--- src/lad_pkg.sv ---
package lad_pkg;

  localparam int SAMPLE_W  = 16;
  localparam int SQ_W      = 32;
  localparam int ROOT_W    = 16;
  localparam int REM_W     = 18;
  localparam int MAG_W     = 17;
  localparam int THR_W     = 15;
  localparam int DIGITS    = 16;
  localparam int CNT_W     = 4;

  localparam logic [THR_W-1:0] THR_RESET = 15'd2560;

  typedef enum logic [2:0] {
    ST_IDLE,
    ST_SQUARE,
    ST_ROOT_LOAD,
    ST_ROOT,
    ST_WINDOW,
    ST_FLAG
  } lad_state_e;

  typedef struct packed {
    logic load;
    logic step;
  } lad_ctrl_t;

endpackage

--- src/launch_acceleration_detector_unit.sv ---
// channel   direction  handshake                  payload
// in        input      in_valid_i / in_stall_o    imu1_x/y/z_i, imu2_x/y/z_i
// out       output     out_valid_o / out_stall_i  launch_seen_o
// cfg       input      cfg_valid_i / cfg_ready_o  cfg_launch_threshold_i
//
// one item goes from acceptance to result through 16 bit-serial square
// steps, 1 root load, 16 bit-serial root steps, 1 window update, 1 compare;
// a new item is taken only in the idle state, once the last one is through.
// reset clears the window, the running total and sets the threshold to 2560.
// the next item is taken while a result waits in the output register; a
// stalled output holds the following result in the compare step.
module launch_acceleration_detector_unit #(
  parameter int WINDOW_LEN = 5
) (
  input  logic                               clk_i,
  input  logic                               rst_ni,
  input  logic                               in_valid_i,
  output logic                               in_stall_o,
  input  logic signed [lad_pkg::SAMPLE_W-1:0] imu1_x_i,
  input  logic signed [lad_pkg::SAMPLE_W-1:0] imu1_y_i,
  input  logic signed [lad_pkg::SAMPLE_W-1:0] imu1_z_i,
  input  logic signed [lad_pkg::SAMPLE_W-1:0] imu2_x_i,
  input  logic signed [lad_pkg::SAMPLE_W-1:0] imu2_y_i,
  input  logic signed [lad_pkg::SAMPLE_W-1:0] imu2_z_i,
  output logic                               out_valid_o,
  input  logic                               out_stall_i,
  output logic                               launch_seen_o,
  input  logic                               cfg_valid_i,
  output logic                               cfg_ready_o,
  input  logic [lad_pkg::THR_W-1:0]          cfg_launch_threshold_i
);
  import lad_pkg::*;

  lad_state_e        state_q, state_d;
  logic [CNT_W-1:0]  cnt_q, cnt_d;
  lad_ctrl_t         sq_ctrl, rt_ctrl;
  logic              win_push;
  logic              out_load;
  logic              out_valid_q, out_valid_d;
  logic              launch_seen_q;
  logic [THR_W-1:0]  threshold_q;
  logic [SQ_W-1:0]   sum1, sum2;
  logic [ROOT_W-1:0] root1, root2;
  logic [MAG_W-1:0]  pair;
  logic              launch;
  logic              last_digit;
  logic              out_free;

  lad_sumsq u_sumsq1 (
    .clk_i  (clk_i),
    .rst_ni (rst_ni),
    .ctrl_i (sq_ctrl),
    .x_i    (imu1_x_i),
    .y_i    (imu1_y_i),
    .z_i    (imu1_z_i),
    .sum_o  (sum1)
  );

  lad_sumsq u_sumsq2 (
    .clk_i  (clk_i),
    .rst_ni (rst_ni),
    .ctrl_i (sq_ctrl),
    .x_i    (imu2_x_i),
    .y_i    (imu2_y_i),
    .z_i    (imu2_z_i),
    .sum_o  (sum2)
  );

  lad_isqrt u_isqrt1 (
    .clk_i  (clk_i),
    .rst_ni (rst_ni),
    .ctrl_i (rt_ctrl),
    .rad_i  (sum1),
    .root_o (root1)
  );

  lad_isqrt u_isqrt2 (
    .clk_i  (clk_i),
    .rst_ni (rst_ni),
    .ctrl_i (rt_ctrl),
    .rad_i  (sum2),
    .root_o (root2)
  );

  assign pair = MAG_W'(root1) + MAG_W'(root2);

  lad_window #(
    .WINDOW_LEN (WINDOW_LEN)
  ) u_window (
    .clk_i       (clk_i),
    .rst_ni      (rst_ni),
    .push_i      (win_push),
    .pair_i      (pair),
    .threshold_i (threshold_q),
    .launch_o    (launch)
  );

  assign last_digit = (cnt_q == CNT_W'(DIGITS - 1));
  assign out_free   = !out_valid_q || !out_stall_i;

  always_comb begin
    state_d  = state_q;
    cnt_d    = cnt_q;
    sq_ctrl  = '0;
    rt_ctrl  = '0;
    win_push = 1'b0;
    out_load = 1'b0;
    case (state_q)
      ST_IDLE: begin
        if (in_valid_i) begin
          sq_ctrl.load = 1'b1;
          cnt_d        = '0;
          state_d      = ST_SQUARE;
        end
      end
      ST_SQUARE: begin
        sq_ctrl.step = 1'b1;
        cnt_d        = cnt_q + CNT_W'(1);
        if (last_digit) begin
          state_d = ST_ROOT_LOAD;
        end
      end
      ST_ROOT_LOAD: begin
        rt_ctrl.load = 1'b1;
        cnt_d        = '0;
        state_d      = ST_ROOT;
      end
      ST_ROOT: begin
        rt_ctrl.step = 1'b1;
        cnt_d        = cnt_q + CNT_W'(1);
        if (last_digit) begin
          state_d = ST_WINDOW;
        end
      end
      ST_WINDOW: begin
        win_push = 1'b1;
        state_d  = ST_FLAG;
      end
      ST_FLAG: begin
        if (out_free) begin
          out_load = 1'b1;
          state_d  = ST_IDLE;
        end
      end
      default: begin
        state_d = ST_IDLE;
      end
    endcase
  end

  always_comb begin
    out_valid_d = out_valid_q;
    if (out_load) begin
      out_valid_d = 1'b1;
    end else if (out_valid_q && !out_stall_i) begin
      out_valid_d = 1'b0;
    end
  end

  always_ff @(posedge clk_i or negedge rst_ni) begin
    if (!rst_ni) begin
      state_q     <= ST_IDLE;
      cnt_q       <= '0;
      out_valid_q <= 1'b0;
      threshold_q <= THR_RESET;
    end else begin
      state_q     <= state_d;
      cnt_q       <= cnt_d;
      out_valid_q <= out_valid_d;
      if (cfg_valid_i) begin
        threshold_q <= cfg_launch_threshold_i;
      end
    end
  end

  always_ff @(posedge clk_i) begin
    if (out_load) begin
      launch_seen_q <= launch;
    end
  end

  assign in_stall_o    = (state_q != ST_IDLE);
  assign out_valid_o   = out_valid_q;
  assign launch_seen_o = launch_seen_q;
  assign cfg_ready_o   = 1'b1;

endmodule

--- src/lad_sumsq.sv ---
module lad_sumsq (
  input  logic                             clk_i,
  input  logic                             rst_ni,
  input  lad_pkg::lad_ctrl_t               ctrl_i,
  input  logic signed [lad_pkg::SAMPLE_W-1:0] x_i,
  input  logic signed [lad_pkg::SAMPLE_W-1:0] y_i,
  input  logic signed [lad_pkg::SAMPLE_W-1:0] z_i,
  output logic [lad_pkg::SQ_W-1:0]         sum_o
);
  import lad_pkg::*;

  logic [SAMPLE_W-1:0] ax_q, ay_q, az_q;
  logic [SAMPLE_W-1:0] mx_q, my_q, mz_q;
  logic [SAMPLE_W-1:0] ax_d, ay_d, az_d;
  logic [SAMPLE_W-1:0] mx_d, my_d, mz_d;
  logic [SQ_W-1:0]     acc_q, acc_d;
  logic [SAMPLE_W+1:0] digit_sum;

  function automatic logic [SAMPLE_W-1:0] mag16(input logic [SAMPLE_W-1:0] v);
    if (v[SAMPLE_W-1]) begin
      return ~v + SAMPLE_W'(1);
    end
    return v;
  endfunction

  // msb-first shift-and-add, one multiplier bit per cycle for all three axes
  always_comb begin
    digit_sum = (mx_q[SAMPLE_W-1] ? {2'b00, ax_q} : '0)
              + (my_q[SAMPLE_W-1] ? {2'b00, ay_q} : '0)
              + (mz_q[SAMPLE_W-1] ? {2'b00, az_q} : '0);
    ax_d  = ax_q;
    ay_d  = ay_q;
    az_d  = az_q;
    mx_d  = mx_q;
    my_d  = my_q;
    mz_d  = mz_q;
    acc_d = acc_q;
    if (ctrl_i.load) begin
      ax_d  = mag16(x_i);
      ay_d  = mag16(y_i);
      az_d  = mag16(z_i);
      mx_d  = mag16(x_i);
      my_d  = mag16(y_i);
      mz_d  = mag16(z_i);
      acc_d = '0;
    end else if (ctrl_i.step) begin
      mx_d  = {mx_q[SAMPLE_W-2:0], 1'b0};
      my_d  = {my_q[SAMPLE_W-2:0], 1'b0};
      mz_d  = {mz_q[SAMPLE_W-2:0], 1'b0};
      acc_d = {acc_q[SQ_W-2:0], 1'b0} + SQ_W'(digit_sum);
    end
  end

  always_ff @(posedge clk_i or negedge rst_ni) begin
    if (!rst_ni) begin
      ax_q  <= '0;
      ay_q  <= '0;
      az_q  <= '0;
      mx_q  <= '0;
      my_q  <= '0;
      mz_q  <= '0;
      acc_q <= '0;
    end else begin
      ax_q  <= ax_d;
      ay_q  <= ay_d;
      az_q  <= az_d;
      mx_q  <= mx_d;
      my_q  <= my_d;
      mz_q  <= mz_d;
      acc_q <= acc_d;
    end
  end

  assign sum_o = acc_q;

endmodule

--- src/lad_isqrt.sv ---
module lad_isqrt (
  input  logic                        clk_i,
  input  logic                        rst_ni,
  input  lad_pkg::lad_ctrl_t          ctrl_i,
  input  logic [lad_pkg::SQ_W-1:0]    rad_i,
  output logic [lad_pkg::ROOT_W-1:0]  root_o
);
  import lad_pkg::*;

  logic [SQ_W-1:0]   rad_q, rad_d;
  logic [REM_W-1:0]  rem_q, rem_d;
  logic [ROOT_W-1:0] root_q, root_d;
  logic [REM_W+1:0]  rem_sh;
  logic [REM_W+1:0]  trial;
  logic [REM_W+1:0]  diff;

  // one root bit per cycle, two radicand bits shifted in
  always_comb begin
    rem_sh = {rem_q, rad_q[SQ_W-1:SQ_W-2]};
    trial  = (REM_W+2)'({root_q, 2'b01});
    diff   = rem_sh - trial;
    rad_d  = rad_q;
    rem_d  = rem_q;
    root_d = root_q;
    if (ctrl_i.load) begin
      rad_d  = rad_i;
      rem_d  = '0;
      root_d = '0;
    end else if (ctrl_i.step) begin
      rad_d = {rad_q[SQ_W-3:0], 2'b00};
      if (rem_sh >= trial) begin
        rem_d  = diff[REM_W-1:0];
        root_d = {root_q[ROOT_W-2:0], 1'b1};
      end else begin
        rem_d  = rem_sh[REM_W-1:0];
        root_d = {root_q[ROOT_W-2:0], 1'b0};
      end
    end
  end

  always_ff @(posedge clk_i or negedge rst_ni) begin
    if (!rst_ni) begin
      rad_q  <= '0;
      rem_q  <= '0;
      root_q <= '0;
    end else begin
      rad_q  <= rad_d;
      rem_q  <= rem_d;
      root_q <= root_d;
    end
  end

  assign root_o = root_q;

endmodule

--- src/lad_window.sv ---
module lad_window #(
  parameter int WINDOW_LEN = 5
) (
  input  logic                        clk_i,
  input  logic                        rst_ni,
  input  logic                        push_i,
  input  logic [lad_pkg::MAG_W-1:0]   pair_i,
  input  logic [lad_pkg::THR_W-1:0]   threshold_i,
  output logic                        launch_o
);
  import lad_pkg::*;

  localparam int TOT_W = MAG_W + $clog2(WINDOW_LEN);
  localparam int BND_W = THR_W + $clog2(2 * WINDOW_LEN);
  localparam int CMP_W = (TOT_W > BND_W) ? TOT_W : BND_W;

  logic [MAG_W-1:0] win_q [WINDOW_LEN];
  logic [MAG_W-1:0] win_d [WINDOW_LEN];
  logic [TOT_W-1:0] total_q, total_d;
  logic [CMP_W-1:0] bound;

  // running total: oldest leaves, newest enters
  always_comb begin
    win_d   = win_q;
    total_d = total_q;
    if (push_i) begin
      for (int i = 0; i < WINDOW_LEN - 1; i++) begin
        win_d[i] = win_q[i+1];
      end
      win_d[WINDOW_LEN-1] = pair_i;
      total_d = total_q - TOT_W'(win_q[0]) + TOT_W'(pair_i);
    end
  end

  always_ff @(posedge clk_i or negedge rst_ni) begin
    if (!rst_ni) begin
      for (int i = 0; i < WINDOW_LEN; i++) begin
        win_q[i] <= '0;
      end
      total_q <= '0;
    end else begin
      win_q   <= win_d;
      total_q <= total_d;
    end
  end

  assign bound    = CMP_W'(threshold_i) * CMP_W'(2 * WINDOW_LEN);
  assign launch_o = (CMP_W'(total_q) >= bound);

endmodule
--- config.mk ---
export PLATFORM = sky130hd
export DESIGN_NAME = launch_acceleration_detector_unit
export DESIGN_NICKNAME = d
export VERILOG_FILES = /design/src/lad_pkg.sv /design/src/launch_acceleration_detector_unit.sv /design/src/lad_sumsq.sv /design/src/lad_isqrt.sv /design/src/lad_window.sv
export SDC_FILE = /design/constraint.sdc
export NUM_CORES = 2
export LEC_CHECK = 0
export BUFFER_PORTS_ARGS = -buffer_cell sky130_fd_sc_hd__clkbuf_2
export CORE_ASPECT_RATIO = 2
export CORE_MARGIN = 2
export CORE_UTILIZATION = 55
export DETAILED_ROUTE_END_ITERATION = 8
export GPL_TIMING_DRIVEN = 1
export PLACE_DENSITY = 0.73
export SYNTH_ARGS = -nofsm -noshare
export SYNTH_HDL_FRONTEND = slang
export SYNTH_SLANG_ARGS = --single-unit
--- constraint.sdc ---
create_clock -name clk_i -period 5.45 [get_ports clk_i]
set_clock_uncertainty 0.1 [all_clocks]
set_input_delay 0.8175 -clock clk_i [delete_from_list [all_inputs] [get_ports clk_i]]
set_output_delay 0.8175 -clock clk_i [all_outputs]
set_load 0.03 [all_outputs]
==> flow_summary_export.csv <==
group,metric,value,unit
outcome,status,"finished clean",
route,drt_iter0_drc,943,
route,wl_per_cell,16.2,um
setup_path,worst-path-buf-inv,2,
sta,fin_crit,5.06,ns
cells_and_area,nets,3977,
global_routing,grt_max_degree,138,
power,vdd_drop_max,0.000302,V
sta,finalSetupViolations,0,
global_routing,antenna_found_initial,3,
cts,post_cts_buffers,0,
die,start_util,55.3,%
setup_path,critPathKind,"flop to flop",
synth,synth_top_area_share,40.8,%
synth,async_flop_share,99.8,%
place,portBuffers,118,
setup_path,worstPathCellList,"and2_1, fa_1, ha_1, inv_1, fa_1, nor2b_1, o21ai_0, a21boi_0, o21ai_0, a21oi_2, buf_4, xor2_1, ha_1, and4_1, and3_1, a21oi_1, nand2_1, a311o_1, a21oi_1, xor2_1, o21ai_1",
synth,ys_types,85,
setup_path,path_depth,21,
cts,cts.sinks,517,
sta,maxSlewHeadroom,17.9,%
cells_and_area,finalInstanceArea,34600,um2
synth,synthTopCellsByArea,"dfrtp_1 (41%), nand2_1 (9.1%), ha_1 (7.4%)",
place,dp_hpwl,52.5,mm
setup_path,slowest_stage,"fa_1",
sta,fmax,198,MHz
die,boundaryPins,120,
cts,clk_pin_slew,0.07,ns
synth,synth_seq_cells,517,
setup_path,path_delay_family,"compound AO/OA/AOI/OAI gates",
cts,numCtsBuffers,49,
synth,syn_inst,3574,
power,power.leakage,16.5,nW
setup_path,start_kind,"flop",
cts,clk-insertion-delay-late,0.61,ns
cts,cts_max_level,2,
synth,yosys.area_share.xor_xnor,6.14,%
flow_run,cap_violations,0,
synth,synth_area_leader_cell,"dfrtp_1",
place,postPlaceCellArea,32800,um2
synth,synth_edf_count,1,
sta,fin_crit_sh,92.8,%
global_routing,grt_pass1_wl,120,mm
cells_and_area,register_area,12900,um2
cells_and_area,multi_input_area,17300,um2
cts,clock_tree.buffer_depth,3,
route,vias,24800,
route,first_pass_iters,7,
synth,synth_top_family_by_area,"simple AND/OR/NAND/NOR gates",
setup_path,required,5.81,ns
sta,maxSlewViolCount,0,
synth,synthFlopType,"dfrtp_1",
cts,clockRootBuffer,"clkbuf_16",
synth,yosys_warnings,0,
synth,netlist_area,31500,um2
power,power.density,662,nW/um2
sta,timing.hold.ws,0.0974,ns
sta,rsz0062_at_grt,"false",
hold_path,hold_path_class,"input port to asynchronous set/reset pin",
synth,synth_compound_gate_area_share,15.8,%
synth,ys_seq_area_share,41.1,%
sta,tightest_slew,1.23,ns
setup_path,arrival,5.42,ns
synth,synthMuxAreaShare,3.62,%
die,fp.dieW,173,um
cells_and_area,drive_gt1_share,8.81,%
die,die_h,342,um
route,ant_nets,0,
cells_and_area,fillCellCount,5057,
route,vias_per_cell,5.62,
setup_path,crit_path_max_fanout,5,
route,drc,0,
global_routing,grt_use_total,24.4,%
global_routing,gr-total-overflow,0,
synth,synth.avg_cell_area,8.81,um2
synth,synthAdderAreaFrac,10.9,%
die,core_area,56900,um2
synth,syn_nets,3932,
setup_path,r2r_cells,21,
place,place_congestion,0.885,
cts,cts_tree,"done",
global_routing,grt_pass1_vias,25200,
route,routed_wl,71.6,mm
die,dieArea,59300,um2
synth,synthSimpleGateAreaFrac,18.2,%
sta,setup_tns,0,ns
sta,hold_viol,0,
setup_path,cpPeakStageDelay,0.54,ns
die,placementRows,124,
setup_path,critPathCaptureType,"flop",
cells_and_area,area_growth,9.87,%
-- Yosys cell counts (41+ instances only) --
library cell  number
nand2_1          767
dfrtp_1          514
o21ai_0          287
a21oi_1          254
nor2_1           201
ha_1             187
inv_1            181
xor2_1           131
clkbuf_1         130
xnor2_1           90
and3_1            89
mux2i_1           87
fa_1              55
a21o_1            52
nand3_1           52
nor3_1            41
-- repair_timing --
action | CTS | global route
hold buffers | 0 | 0
endpoints found under the setup margin | 0 | 14
resized for setup | 0 | 7
-- state kept, by name (all words and copies together), names as in the netlist, 18 cells and up --
name              flops
u_sumsq1.sum_o       32
u_isqrt1.rem_q       18
u_isqrt2.rad_q       32
u_sumsq2.sum_o       32
u_isqrt1.rad_q       32
u_window.win_q       85
u_window.total_q     20
u_isqrt2.rem_q       18
-- worst register-to-register path: stages, from the launching register on --
cell      delay, ns
dfrtp_1        0.41
and2_1         0.18
fa_1           0.54
ha_1           0.16
inv_1          0.05
fa_1           0.40
nor2b_1        0.13
o21ai_0        0.10
a21boi_0       0.27
o21ai_0        0.17
a21oi_2        0.20
buf_4          0.14
xor2_1         0.14
ha_1           0.30
and4_1         0.24
and3_1         0.18
a21oi_1        0.31
nand2_1        0.13
a311o_1        0.38
a21oi_1        0.17
xor2_1         0.16
o21ai_1        0.07
-- report_power, final --
part | total [mW] | switching (mW) | internal (mW)
registers | 6.21 | 1.02 | 5.19
logic | 12.9 | 7.43 | 5.50
clock network | 3.76 | 1.56 | 2.20
-- area by class of cell --
type	instances	share of cell area (%)
inverter	183	1.98
tap	756	2.73
sequential	517	37.4
timing repair buffer	155	2.72
antenna	3	0.0217
multi-input combinational	2713	50.1
clock buffer	62	3.92
clock inverter	26	1.17
-- cell usage in the layout (no fill, tap or decap), types with 8 or more instances in the layout --
| cell type | count |
|---|---|
| a21oi_2 | 14 |
| o41ai_1 | 9 |
| a21boi_0 | 9 |
| buf_4 | 32 |
| o21a_1 | 25 |
| o21ai_0 | 286 |
| nand3_1 | 52 |
| bufinv_16 | 9 |
| o21ai_1 | 27 |
| dfrtp_1 | 514 |
| clkbuf_2 | 117 |
| mux2i_1 | 87 |
| a21oi_1 | 249 |
| xnor2_1 | 90 |
| and3_1 | 89 |
| nand4_1 | 13 |
| nand3b_1 | 9 |
| xor2_1 | 131 |
| or2_2 | 8 |
| o21bai_1 | 8 |
| a21o_1 | 52 |
| inv_1 | 181 |
| nand2b_1 | 15 |
| a211oi_1 | 17 |
| nor2b_1 | 31 |
| nand2_1 | 765 |
| clkbuf_8 | 8 |
| clkbuf_16 | 49 |
| ha_1 | 187 |
| o31ai_1 | 27 |
| o211ai_1 | 14 |
| or3_1 | 30 |
| mux2_2 | 24 |
| fa_1 | 55 |
| nor3_1 | 41 |
| and2_1 | 27 |
| or4_1 | 9 |
| nor2_1 | 198 |
| a31oi_1 | 20 |
-- per-stage QoR --
stage                     setup slack [ns]  total power, mW  cells  utilization, %
after floorplan                      0.816             16.2   3574               -
after global placement               0.441             18.9   4324            57.6
after detailed placement             0.274             19.2   4324            57.6
after CTS                            0.286             23.1   4412            60.7
after global routing                0.0263             24.9   4415            60.8
final                                0.394             22.9   4415            60.8
-- per-layer routing --
metal  vias to the layer above  part of all wire, %  track usage (%)
met5                         -                    0                0
met2                       408                   55             48.0
met4                         0                  4.8             11.5
met1                     12000                   37             26.0
li1                      12200                    -                -
met3                       172                  2.2             2.04
-- final timing paths --
| check | start | to | slack, ns |
|---|---|---|---|
| setup / recovery | u_sumsq1.mz_q[15]$_DFFE_PN0P_ | u_sumsq1.sum_o[14]$_DFFE_PN0P_ | 0.39 |
| max in group asynchronous | rst_ni | u_sumsq1.mz_q[2]$_DFFE_PN0P_ | 4.01 |
| setup reg to reg | u_sumsq1.mz_q[15]$_DFFE_PN0P_ | u_sumsq1.sum_o[14]$_DFFE_PN0P_ | 0.39 |
| hold reg to reg | u_window.win_q[9]$_DFFE_PN0P_ | u_window.win_q[26]$_DFFE_PN0P_ | 0.37 |
| min in group clk_i | cfg_launch_threshold_i[1] | threshold_q[1]$_DFFE_PN0P_ | 0.36 |
| hold / removal | rst_ni | threshold_q[6]$_DFFE_PN0P_ | 0.1 |
-- cell families (layout without fill, tap and decap cells) --
family | Yosys count | after routing
flops | 517 | 517
xor+xnor | 221 | 221
mux | 111 | 111
fa+ha+maj | 242 | 242
simple gates | 1316 | 1316
buf+inv | 344 | 426
compound gates | 822 | 822
other cells | 1 | 4
Note: power is estimated with default switching activity, not from simulation.
